## src/hw/rtl/priority_lru_task_scheduler_defines.svh

```systemverilog
// Assertion macros for the scheduler RTL
`ifndef PRIORITY_LRU_TASK_SCHEDULER_DEFINES_SVH
`define PRIORITY_LRU_TASK_SCHEDULER_DEFINES_SVH

// Same-cycle implication, checked out of reset
`define PLTS_ASSERT_IMP(lbl, ante, cons, msg) \
    lbl: assert property (@(posedge clk) disable iff (!rst_n) (ante) |-> (cons)) \
        else $error(msg);

// Next-cycle implication, checked out of reset
`define PLTS_ASSERT_NXT(lbl, ante, cons, msg) \
    lbl: assert property (@(posedge clk) disable iff (!rst_n) (ante) |=> (cons)) \
        else $error(msg);

`endif

```

## src/hw/rtl/plts_pkg.sv

```systemverilog
package plts_pkg;

    // Fixed field widths
    localparam int TABLE_SIZE = 8;
    localparam int PID_W      = 3;
    localparam int TGT_W      = 4;
    localparam int NS_W       = 3;
    localparam int PRIO_W     = 4;
    localparam int CFG_IDX_W  = 3;
    localparam int STATUS_W   = 3;

    // Process state codes
    localparam logic [NS_W-1:0] PS_CREATED = 3'd0;
    localparam logic [NS_W-1:0] PS_RUNNING = 3'd1;
    localparam logic [NS_W-1:0] PS_READY   = 3'd2;

    // Item modes
    localparam logic MODE_SCHED  = 1'b0;
    localparam logic MODE_CHANGE = 1'b1;

    typedef enum logic [STATUS_W-1:0] {
        STS_DONE,
        STS_IGNORED,
        STS_BAD_STATE,
        STS_PID_RANGE,
        STS_IDLE_TARGET,
        STS_FROM_READY,
        STS_TARGET_RUNNING
    } status_t;

    typedef enum logic [2:0] {
        S_IDLE,
        S_UPDATE,
        S_SCAN,
        S_COMMIT,
        S_CHANGE
    } sched_state_t;

    typedef struct packed {
        logic              mode;
        logic [TGT_W-1:0]  target_pid;
        logic [NS_W-1:0]   new_state;
    } item_t;

    typedef struct packed {
        logic [STATUS_W-1:0] status;
        logic [PID_W-1:0]    running_pid;
        logic [PRIO_W-1:0]   running_prio;
    } result_t;

    // Request to the shared compare unit
    typedef struct packed {
        logic              force_take;
        logic              cand_ready;
        logic [PRIO_W-1:0] cand_prio;
        logic [PRIO_W-1:0] best_prio;
    } cmp_req_t;

endpackage

```

## src/hw/rtl/plts_cmp.sv

```systemverilog
// Candidate-versus-best compare: lower priority value, then older stamp
module plts_cmp #(
    parameter int STAMP_BITS = 32
) (
    input  plts_pkg::cmp_req_t     req,
    input  logic [STAMP_BITS-1:0]  cand_stamp,
    input  logic [STAMP_BITS-1:0]  best_stamp,
    output logic                   better
);

    logic prio_lt;
    logic prio_eq;
    logic stamp_lt;

    assign prio_lt  = req.cand_prio < req.best_prio;
    assign prio_eq  = req.cand_prio == req.best_prio;
    assign stamp_lt = cand_stamp < best_stamp;

    // Entry 0 seeds the search; others must be ready and strictly better
    assign better = req.force_take
                  | (req.cand_ready & (prio_lt | (prio_eq & stamp_lt)));

endmodule

```

## src/hw/rtl/plts_ctrl.sv

```systemverilog
`include "priority_lru_task_scheduler_defines.svh"

// Sequencer and process table; one table entry is compared per cycle
module plts_ctrl #(
    parameter int PROCESS_COUNT = 8,
    parameter int STAMP_BITS    = 32
) (
    input  logic                                clk,
    input  logic                                rst_n,
    input  logic                                start,
    input  plts_pkg::item_t                     item,
    output logic                                busy,
    output logic                                done,
    output plts_pkg::result_t                   result,
    output logic [plts_pkg::CFG_IDX_W-1:0]      prio_addr,
    input  logic [plts_pkg::PRIO_W-1:0]         prio_data
);

    localparam int IDX_W = $clog2(PROCESS_COUNT);
    localparam logic [IDX_W-1:0] LAST_IDX = IDX_W'(PROCESS_COUNT - 1);

    plts_pkg::sched_state_t state_reg, state_next;

    logic [plts_pkg::TGT_W-1:0]  tgt_reg;
    logic [plts_pkg::NS_W-1:0]   ns_reg;
    logic [plts_pkg::NS_W-1:0]   entry_state_reg [PROCESS_COUNT];
    logic [STAMP_BITS-1:0]       entry_stamp_reg [PROCESS_COUNT];
    logic [STAMP_BITS-1:0]       count_reg;
    logic [IDX_W-1:0]            cur_pid_reg;
    logic [IDX_W-1:0]            scan_idx_reg;
    logic [IDX_W-1:0]            best_idx_reg;
    logic [plts_pkg::PRIO_W-1:0] best_prio_reg;
    logic [STAMP_BITS-1:0]       best_stamp_reg;
    logic                        done_reg;
    plts_pkg::result_t           result_reg;

    logic                        item_we;
    logic                        st_we;
    logic [IDX_W-1:0]            st_waddr;
    logic [plts_pkg::NS_W-1:0]   st_wdata;
    logic                        stamp_we;
    logic                        scan_clr;
    logic                        scan_step;
    logic                        best_take;
    logic                        cur_load;
    logic                        emit;
    plts_pkg::status_t           emit_status;
    logic [IDX_W-1:0]            emit_pid;
    logic [plts_pkg::PRIO_W-1:0] emit_prio;

    logic [IDX_W-1:0]            tgt_idx;
    logic                        tgt_valid;
    logic [IDX_W-1:0]            rd_idx;
    logic [plts_pkg::NS_W-1:0]   rd_state;
    logic [STAMP_BITS-1:0]       rd_stamp;
    logic [STAMP_BITS-1:0]       count_plus;
    plts_pkg::cmp_req_t          cmp_req;
    logic                        better;
    logic [PROCESS_COUNT-1:0]    run_vec;

    // Table read port and priority lookup
    assign tgt_idx    = tgt_reg[IDX_W-1:0];
    assign tgt_valid  = tgt_reg < plts_pkg::TGT_W'(PROCESS_COUNT);
    assign rd_idx     = (state_reg == plts_pkg::S_SCAN) ? scan_idx_reg : tgt_idx;
    assign rd_state   = entry_state_reg[rd_idx];
    assign rd_stamp   = entry_stamp_reg[scan_idx_reg];
    assign prio_addr  = plts_pkg::CFG_IDX_W'((state_reg == plts_pkg::S_SCAN) ?
                                             scan_idx_reg : cur_pid_reg);
    assign count_plus = count_reg + STAMP_BITS'(1);

    // Shared compare unit
    assign cmp_req.force_take = (scan_idx_reg == '0);
    assign cmp_req.cand_ready = (rd_state == plts_pkg::PS_READY);
    assign cmp_req.cand_prio  = prio_data;
    assign cmp_req.best_prio  = best_prio_reg;

    plts_cmp #(
        .STAMP_BITS (STAMP_BITS)
    ) u_cmp (
        .req        (cmp_req),
        .cand_stamp (rd_stamp),
        .best_stamp (best_stamp_reg),
        .better     (better)
    );

    // Sequencer: next state and controls
    always_comb
    begin
        state_next  = state_reg;
        item_we     = 1'b0;
        st_we       = 1'b0;
        st_waddr    = cur_pid_reg;
        st_wdata    = ns_reg;
        stamp_we    = 1'b0;
        scan_clr    = 1'b0;
        scan_step   = 1'b0;
        best_take   = 1'b0;
        cur_load    = 1'b0;
        emit        = 1'b0;
        emit_status = plts_pkg::STS_DONE;
        emit_pid    = cur_pid_reg;
        emit_prio   = prio_data;

        unique case (state_reg)
            plts_pkg::S_IDLE:
            begin
                if (start)
                begin
                    item_we    = 1'b1;
                    state_next = (item.mode == plts_pkg::MODE_CHANGE) ?
                                 plts_pkg::S_CHANGE : plts_pkg::S_UPDATE;
                end
            end

            plts_pkg::S_UPDATE:
            begin
                if (ns_reg == plts_pkg::PS_CREATED || ns_reg == plts_pkg::PS_RUNNING)
                begin
                    emit        = 1'b1;
                    emit_status = plts_pkg::STS_BAD_STATE;
                    state_next  = plts_pkg::S_IDLE;
                end
                else
                begin
                    // Retire the running process; idle always goes back to ready
                    st_we      = 1'b1;
                    st_waddr   = cur_pid_reg;
                    st_wdata   = (cur_pid_reg == '0) ? plts_pkg::PS_READY : ns_reg;
                    stamp_we   = 1'b1;
                    scan_clr   = 1'b1;
                    state_next = plts_pkg::S_SCAN;
                end
            end

            plts_pkg::S_SCAN:
            begin
                best_take = better;
                if (scan_idx_reg == LAST_IDX)
                begin
                    state_next = plts_pkg::S_COMMIT;
                end
                else
                begin
                    scan_step = 1'b1;
                end
            end

            plts_pkg::S_COMMIT:
            begin
                st_we      = 1'b1;
                st_waddr   = best_idx_reg;
                st_wdata   = plts_pkg::PS_RUNNING;
                cur_load   = 1'b1;
                emit       = 1'b1;
                emit_pid   = best_idx_reg;
                emit_prio  = best_prio_reg;
                state_next = plts_pkg::S_IDLE;
            end

            plts_pkg::S_CHANGE:
            begin
                emit       = 1'b1;
                state_next = plts_pkg::S_IDLE;
                priority if (tgt_valid && rd_state == plts_pkg::PS_RUNNING &&
                             ns_reg == plts_pkg::PS_READY)
                begin
                    emit_status = plts_pkg::STS_IGNORED;
                end
                else if (ns_reg == plts_pkg::PS_CREATED || ns_reg == plts_pkg::PS_RUNNING)
                begin
                    emit_status = plts_pkg::STS_BAD_STATE;
                end
                else if (!tgt_valid)
                begin
                    emit_status = plts_pkg::STS_PID_RANGE;
                end
                else if (tgt_reg == '0)
                begin
                    emit_status = plts_pkg::STS_IDLE_TARGET;
                end
                else if (rd_state == plts_pkg::PS_READY && ns_reg != plts_pkg::PS_READY)
                begin
                    emit_status = plts_pkg::STS_FROM_READY;
                end
                else if (rd_state == plts_pkg::PS_RUNNING)
                begin
                    emit_status = plts_pkg::STS_TARGET_RUNNING;
                end
                else
                begin
                    st_we    = 1'b1;
                    st_waddr = tgt_idx;
                    st_wdata = ns_reg;
                end
            end

            default:
            begin
                state_next = plts_pkg::S_IDLE;
            end
        endcase
    end

    // State register
    always_ff @(posedge clk or negedge rst_n)
    begin
        if (!rst_n)
        begin
            state_reg <= plts_pkg::S_IDLE;
        end
        else
        begin
            state_reg <= state_next;
        end
    end

    // Latched item
    always_ff @(posedge clk)
    begin
        if (item_we)
        begin
            tgt_reg <= item.target_pid;
            ns_reg  <= item.new_state;
        end
    end

    // Process table, switch counter, current process
    always_ff @(posedge clk or negedge rst_n)
    begin
        if (!rst_n)
        begin
            for (int i = 0; i < PROCESS_COUNT; i++)
            begin
                entry_state_reg[i] <= (i == 0) ? plts_pkg::PS_RUNNING : plts_pkg::PS_READY;
                entry_stamp_reg[i] <= '0;
            end
            count_reg   <= '0;
            cur_pid_reg <= '0;
        end
        else
        begin
            if (st_we)
            begin
                entry_state_reg[st_waddr] <= st_wdata;
            end
            if (stamp_we)
            begin
                entry_stamp_reg[cur_pid_reg] <= count_plus;
                count_reg                    <= count_plus;
            end
            if (cur_load)
            begin
                cur_pid_reg <= best_idx_reg;
            end
        end
    end

    // Scan index and best candidate
    always_ff @(posedge clk)
    begin
        if (scan_clr)
        begin
            scan_idx_reg <= '0;
        end
        else if (scan_step)
        begin
            scan_idx_reg <= scan_idx_reg + IDX_W'(1);
        end
        if (best_take)
        begin
            best_idx_reg   <= scan_idx_reg;
            best_prio_reg  <= prio_data;
            best_stamp_reg <= rd_stamp;
        end
    end

    // Result strobe and payload
    always_ff @(posedge clk or negedge rst_n)
    begin
        if (!rst_n)
        begin
            done_reg <= 1'b0;
        end
        else
        begin
            done_reg <= emit;
        end
    end

    always_ff @(posedge clk)
    begin
        if (emit)
        begin
            result_reg.status       <= emit_status;
            result_reg.running_pid  <= plts_pkg::PID_W'(emit_pid);
            result_reg.running_prio <= emit_prio;
        end
    end

    assign busy   = (state_reg != plts_pkg::S_IDLE);
    assign done   = done_reg;
    assign result = result_reg;

    // Running-entry map for checks
    always_comb
    begin
        for (int i = 0; i < PROCESS_COUNT; i++)
        begin
            run_vec[i] = (entry_state_reg[i] == plts_pkg::PS_RUNNING);
        end
    end

    `PLTS_ASSERT_IMP(a_one_running, state_reg == plts_pkg::S_IDLE, $onehot(run_vec) && run_vec[cur_pid_reg], "idle table must hold exactly the current process as running")
    `PLTS_ASSERT_IMP(a_pick_ready, state_reg == plts_pkg::S_COMMIT, entry_state_reg[best_idx_reg] == plts_pkg::PS_READY, "picked process is not ready")
    `PLTS_ASSERT_NXT(a_count_step, stamp_we, count_reg == $past(count_reg) + STAMP_BITS'(1), "switch counter did not advance by one")
    `PLTS_ASSERT_IMP(a_done_source, done_reg, $past(state_reg) != plts_pkg::S_IDLE, "result strobe without an item in work")

endmodule

```

## src/hw/rtl/priority_lru_task_scheduler.sv

```systemverilog
// Priority task scheduler. An item is taken when start is high and busy is
// low. A change-state item is decided in S_CHANGE and its result registered
// from there; a schedule item scans the process table one entry per cycle
// through a single compare unit in S_SCAN and registers the pick from
// S_COMMIT, or from S_UPDATE when the return state is refused.
// busy stays high until the result is issued. Every item yields one result,
// shown on result for the single cycle in which done is high; the receiver
// cannot stall it and must take it then. Priority registers are written
// through cfg_we / cfg_index / cfg_data and may only change while busy is low.
module priority_lru_task_scheduler #(
    parameter int PROCESS_COUNT = 8,
    parameter int STAMP_BITS    = 32
) (
    input  logic                                clk,
    input  logic                                rst_n,
    input  logic                                start,
    input  plts_pkg::item_t                     item,
    output logic                                busy,
    output logic                                done,
    output plts_pkg::result_t                   result,
    input  logic                                cfg_we,
    input  logic [plts_pkg::CFG_IDX_W-1:0]      cfg_index,
    input  logic [plts_pkg::PRIO_W-1:0]         cfg_data
);

    logic [plts_pkg::PRIO_W-1:0]    prio_reg [plts_pkg::TABLE_SIZE];
    logic [plts_pkg::CFG_IDX_W-1:0] prio_addr;
    logic [plts_pkg::PRIO_W-1:0]    prio_data;

    // Priority registers: idle process resets to the least urgent level
    always_ff @(posedge clk or negedge rst_n)
    begin
        if (!rst_n)
        begin
            for (int i = 0; i < plts_pkg::TABLE_SIZE; i++)
            begin
                prio_reg[i] <= (i == 0) ? '1 : '0;
            end
        end
        else if (cfg_we)
        begin
            prio_reg[cfg_index] <= cfg_data;
        end
    end

    assign prio_data = prio_reg[prio_addr];

    plts_ctrl #(
        .PROCESS_COUNT (PROCESS_COUNT),
        .STAMP_BITS    (STAMP_BITS)
    ) u_ctrl (
        .clk       (clk),
        .rst_n     (rst_n),
        .start     (start),
        .item      (item),
        .busy      (busy),
        .done      (done),
        .result    (result),
        .prio_addr (prio_addr),
        .prio_data (prio_data)
    );

endmodule
```

## config.mk

```make
export PLATFORM = sky130hd
export DESIGN_NAME = priority_lru_task_scheduler
export DESIGN_NICKNAME = d
export VERILOG_FILES = /design/src/hw/rtl/plts_pkg.sv /design/src/hw/rtl/plts_cmp.sv /design/src/hw/rtl/plts_ctrl.sv /design/src/hw/rtl/priority_lru_task_scheduler.sv
export VERILOG_INCLUDE_DIRS = /design/src /design/src/hw/rtl
export SDC_FILE = /design/constraint.sdc
export NUM_CORES = 1
export LEC_CHECK = 0
export BUFFER_PORTS_ARGS = -buffer_cell sky130_fd_sc_hd__buf_4
export CAP_MARGIN = 20
export CORE_MARGIN = 1
export CORE_UTILIZATION = 40
export CTS_CLUSTER_DIAMETER = 80
export CTS_CLUSTER_SIZE = 40
export DETAILED_ROUTE_END_ITERATION = 10
export PLACE_DENSITY = 0.52
export SLEW_MARGIN = 10
export SYNTH_ARGS = -nofsm -noshare
export SYNTH_HDL_FRONTEND = slang
export SYNTH_SLANG_ARGS = --single-unit
```

## constraint.sdc

```tcl
create_clock -name clk -period 7.4 [get_ports clk]
set_input_delay 1.48 -clock clk [delete_from_list [all_inputs] [get_ports clk]]
set_output_delay 1.48 -clock clk [all_outputs]
set_load 0.005 [all_outputs]
```

==> impl_metrics.csv <==
group,metric,value,unit
outcome,status,"finished, violations left",
outcome,violations,"DRC",
route,drc,10,
synthesis,synthTopCellsByArea,"dfrtp_1 45%, edfxtp_1 8.9%, mux4_2 7.6%, nand2_1 5.1%, o21ai_0 4.8%",
critical_path,endpoint_kind,"flop",
timing,slew_headroom,0.257,
floorplan,die_w,220,microns
clocking,clock_sinks,410,
critical_path,required,7.68,ns
clocking,cts_max_level,1,
synthesis,syn_nets,1740,
route,ant_nets,0,
floorplan,rows,79,
synthesis,synthFlopType,"dfrtp_1",
global_route,grt_util_all_layers,0.187,
clocking,clock_path_buffers,3,
critical_path,arrival,6.17,ns
clocking,cts-root-buf,"clkbuf_16",
clocking,cts_tree,"done",
global_route,grt_max_degree,156,
clocking,insertion_delay,0.59,ns
final_layout,antennaDiodeCount,0,
clocking,path_clk_slew,0.10,ns
final_layout,largest_reg_flops,256,
critical_path,ff2ff_path_depth,13,
critical_path,criticalPathCategory,"reg2reg",
timing,final_max_slew_viol_count,0,
synthesis,netlist_instances,1682,
global_route,grt_pass1_wl,70200,microns
final_layout,drive_gt1_frac,0.165,
clocking,post_cts_buffers,0,
synthesis,ys_seq_area_frac,0.557,
timing,worst_pin_slew,1.11,ns
worst_hold_path,min_delay_path_depth,2,
route,via_per_inst,5.31,
route,dr.pass1.iters,8,
synthesis,netlist_top_cells_count,"339 x dfrtp_1, 256 x nand2_1, 183 x o21ai_0, 122 x a21oi_1, 122 x nor2_1",
synthesis,netlist.top_cell.by_area,"dfrtp_1",
final_layout,stdcell_count,2293,
placement,place_hpwl,26200,microns
clocking,cts_hold_buf,0,
placement,gp_congestion,0.836,
placement,pre_cts_slack,1.55,ns
placement,io_buffers,30,
synthesis,post-synth-top-count-cell,"dfrtp_1",
critical_path,cp_max_fo,24,
worst_hold_path,min_path_type,"reg2reg",
timing,clock_skew,0.0241,ns
floorplan,dieArea,48200,sq um
critical_path,crit_top_cell,"o21ai_0",
power,powerDensity,327,nW/um^2
critical_path,cpMaxStageDelayCell,"a21oi_1",
route,wirelength,43400,microns
timing,setup_viol,0,
clocking,ctsResizeCount,0,
floorplan,coreArea,46700,sq um
synthesis,synth_cell_type_count,65,
timing,tns,0,ns
route,dr_total_vias,12172,
final_layout,layout.nets,1725,
job,maxCapViolCount,0,
synthesis,syn_area,18900,sq um
global_route,grt_overflow,0,
placement,dpl.cell_count,2246,
route,drtIter0Drc,836,
synthesis,yosysTopAreaCellShare,0.448,
clocking,cts_buffers,26,
floorplan,die_y,220,microns
critical_path,slowest_delay,1.00,ns
power,leakage,8.91,nW
power,vdd_drop_max,224,uV
synthesis,avgSynthCellArea,11.3,sq um
global_route,grt_pass1_vias,12093,
route,wl_per_cell,18.9,microns
floorplan,start_util,0.406,
timing,finalHoldViolations,0,
timing,setup_slack,1.51,ns
synthesis,synthArstFlopShare,0.856,
global_route,antenna_found_initial,0,
final_layout,area_growth,9.44,%
critical_path,crit_chain,"or3b_1 > a21oi_1 > nand3_1 > o211ai_1 > o21ai_0 > ha_1 > nand4_1 > a211oi_1 > o21ai_0 > a2111oi_0 > o21bai_1 > a21oi_4 > buf_4",
timing,finalCritPeriodShare,0.797,
synthesis,ys_ff_latch,410,
timing,rsz0062_at_grt,"false",
timing,fin_crit,5.89,ns
floorplan,ios,31,
synthesis,yosysWarningCount,0,
synthesis,synth_edf_count,56,
timing,fmax,170,MHz
critical_path,cp-start-kind,"flop",
## critical path, delay by kind of cell, from the launching register on
kind / cells / cell delay (ns)
AO/OA/AOI/OAI: 8 / 3.25
adder cells (fa/ha/maj): 1 / 0.37
buffers and inverters: 1 / 0.38
flip-flops: 1 / 0.56
AND/OR/NAND/NOR: 3 / 1.01
## kinds of logic after synthesis
family,synth area share
AND/OR/NAND/NOR,0.119
flip-flops,0.557
AO/OA/AOI/OAI,0.107
multiplexers,0.138
buffers and inverters,0.0280
XOR/XNOR,0.0259
adder cells (fa/ha/maj),0.0258
## power breakdown
| group | switching [mW] | total, mW | internal [mW] |
|---|---|---|---|
| Clock | 0.908 | 1.64 | 0.735 |
| Sequential | 0.404 | 3.19 | 2.78 |
| Combinational | 1.02 | 1.94 | 0.917 |
| Total | 2.34 | 6.77 | 4.43 |
## final cells by class
class | count | area, sq um
flip-flops and latches | 410 | 10500
multi-input cells | 1135 | 7900
fillers | 4309 | 25900
well taps | 607 | 759
repair buffers | 49 | 400
clock buffers | 27 | 676
clock inverters | 20 | 267
inverters | 45 | 169
## stage by stage
step	hold slack [ns]	power (mW)	cell area [sq um]	util
floorplan	0.431	4.57	18900	-
global placement	0.456	5.15	19800	0.424
detailed placement	0.465	5.18	19800	0.424
CTS	0.485	6.86	20700	0.444
global route	0.504	7.22	20700	0.444
finish	0.482	6.77	20700	0.444
## metal layers
layer	wire length, microns	vias up	share of wire	GRT usage
li1	-	5886	-	-
met1	21300	6041	0.49	0.275
met3	1610	49	0.037	0.0214
met4	873	0	0.020	0.0506
met5	0	-	0	0
met2	19700	196	0.45	0.292
## layout by cell type (no fill, tap or decap), drive strengths merged, types with 11 or more instances in the layout
master	n
dfstp	12
nor2	123
a211oi	11
xnor2	34
buf	49
and3	12
inv	57
o21ai	190
mux2	98
nand2	256
dfrtp	339
xor2	22
nand3	33
clkbuf	27
nor2b	13
nand2b	16
a21oi	126
ha	39
mux4	64
nand4	12
edfxtp	56
## final timing paths
path / startpoint / end / slack [ns]
max reg2reg: u_ctrl.state_reg[1]$_DFFE_PN0P_ / u_ctrl.best_stamp_reg[13]$_DFFE_PP_ / 1.51
max in group asynchronous: rst_n / prio_reg[22]$_DFFE_PN0P_ / 5.21
min reg2reg: u_ctrl.entry_stamp_reg[152]$_DFFE_PN0P_ / u_ctrl.entry_stamp_reg[152]$_DFFE_PN0P_ / 0.48
min: u_ctrl.entry_stamp_reg[152]$_DFFE_PN0P_ / u_ctrl.entry_stamp_reg[152]$_DFFE_PN0P_ / 0.48
max: u_ctrl.state_reg[1]$_DFFE_PN0P_ / u_ctrl.best_stamp_reg[13]$_DFFE_PP_ / 1.51
min in group asynchronous: rst_n / u_ctrl.entry_state_reg[15]$_DFFE_PN0P_ / 0.87
Note: power is estimated with default switching activity, not from simulation.
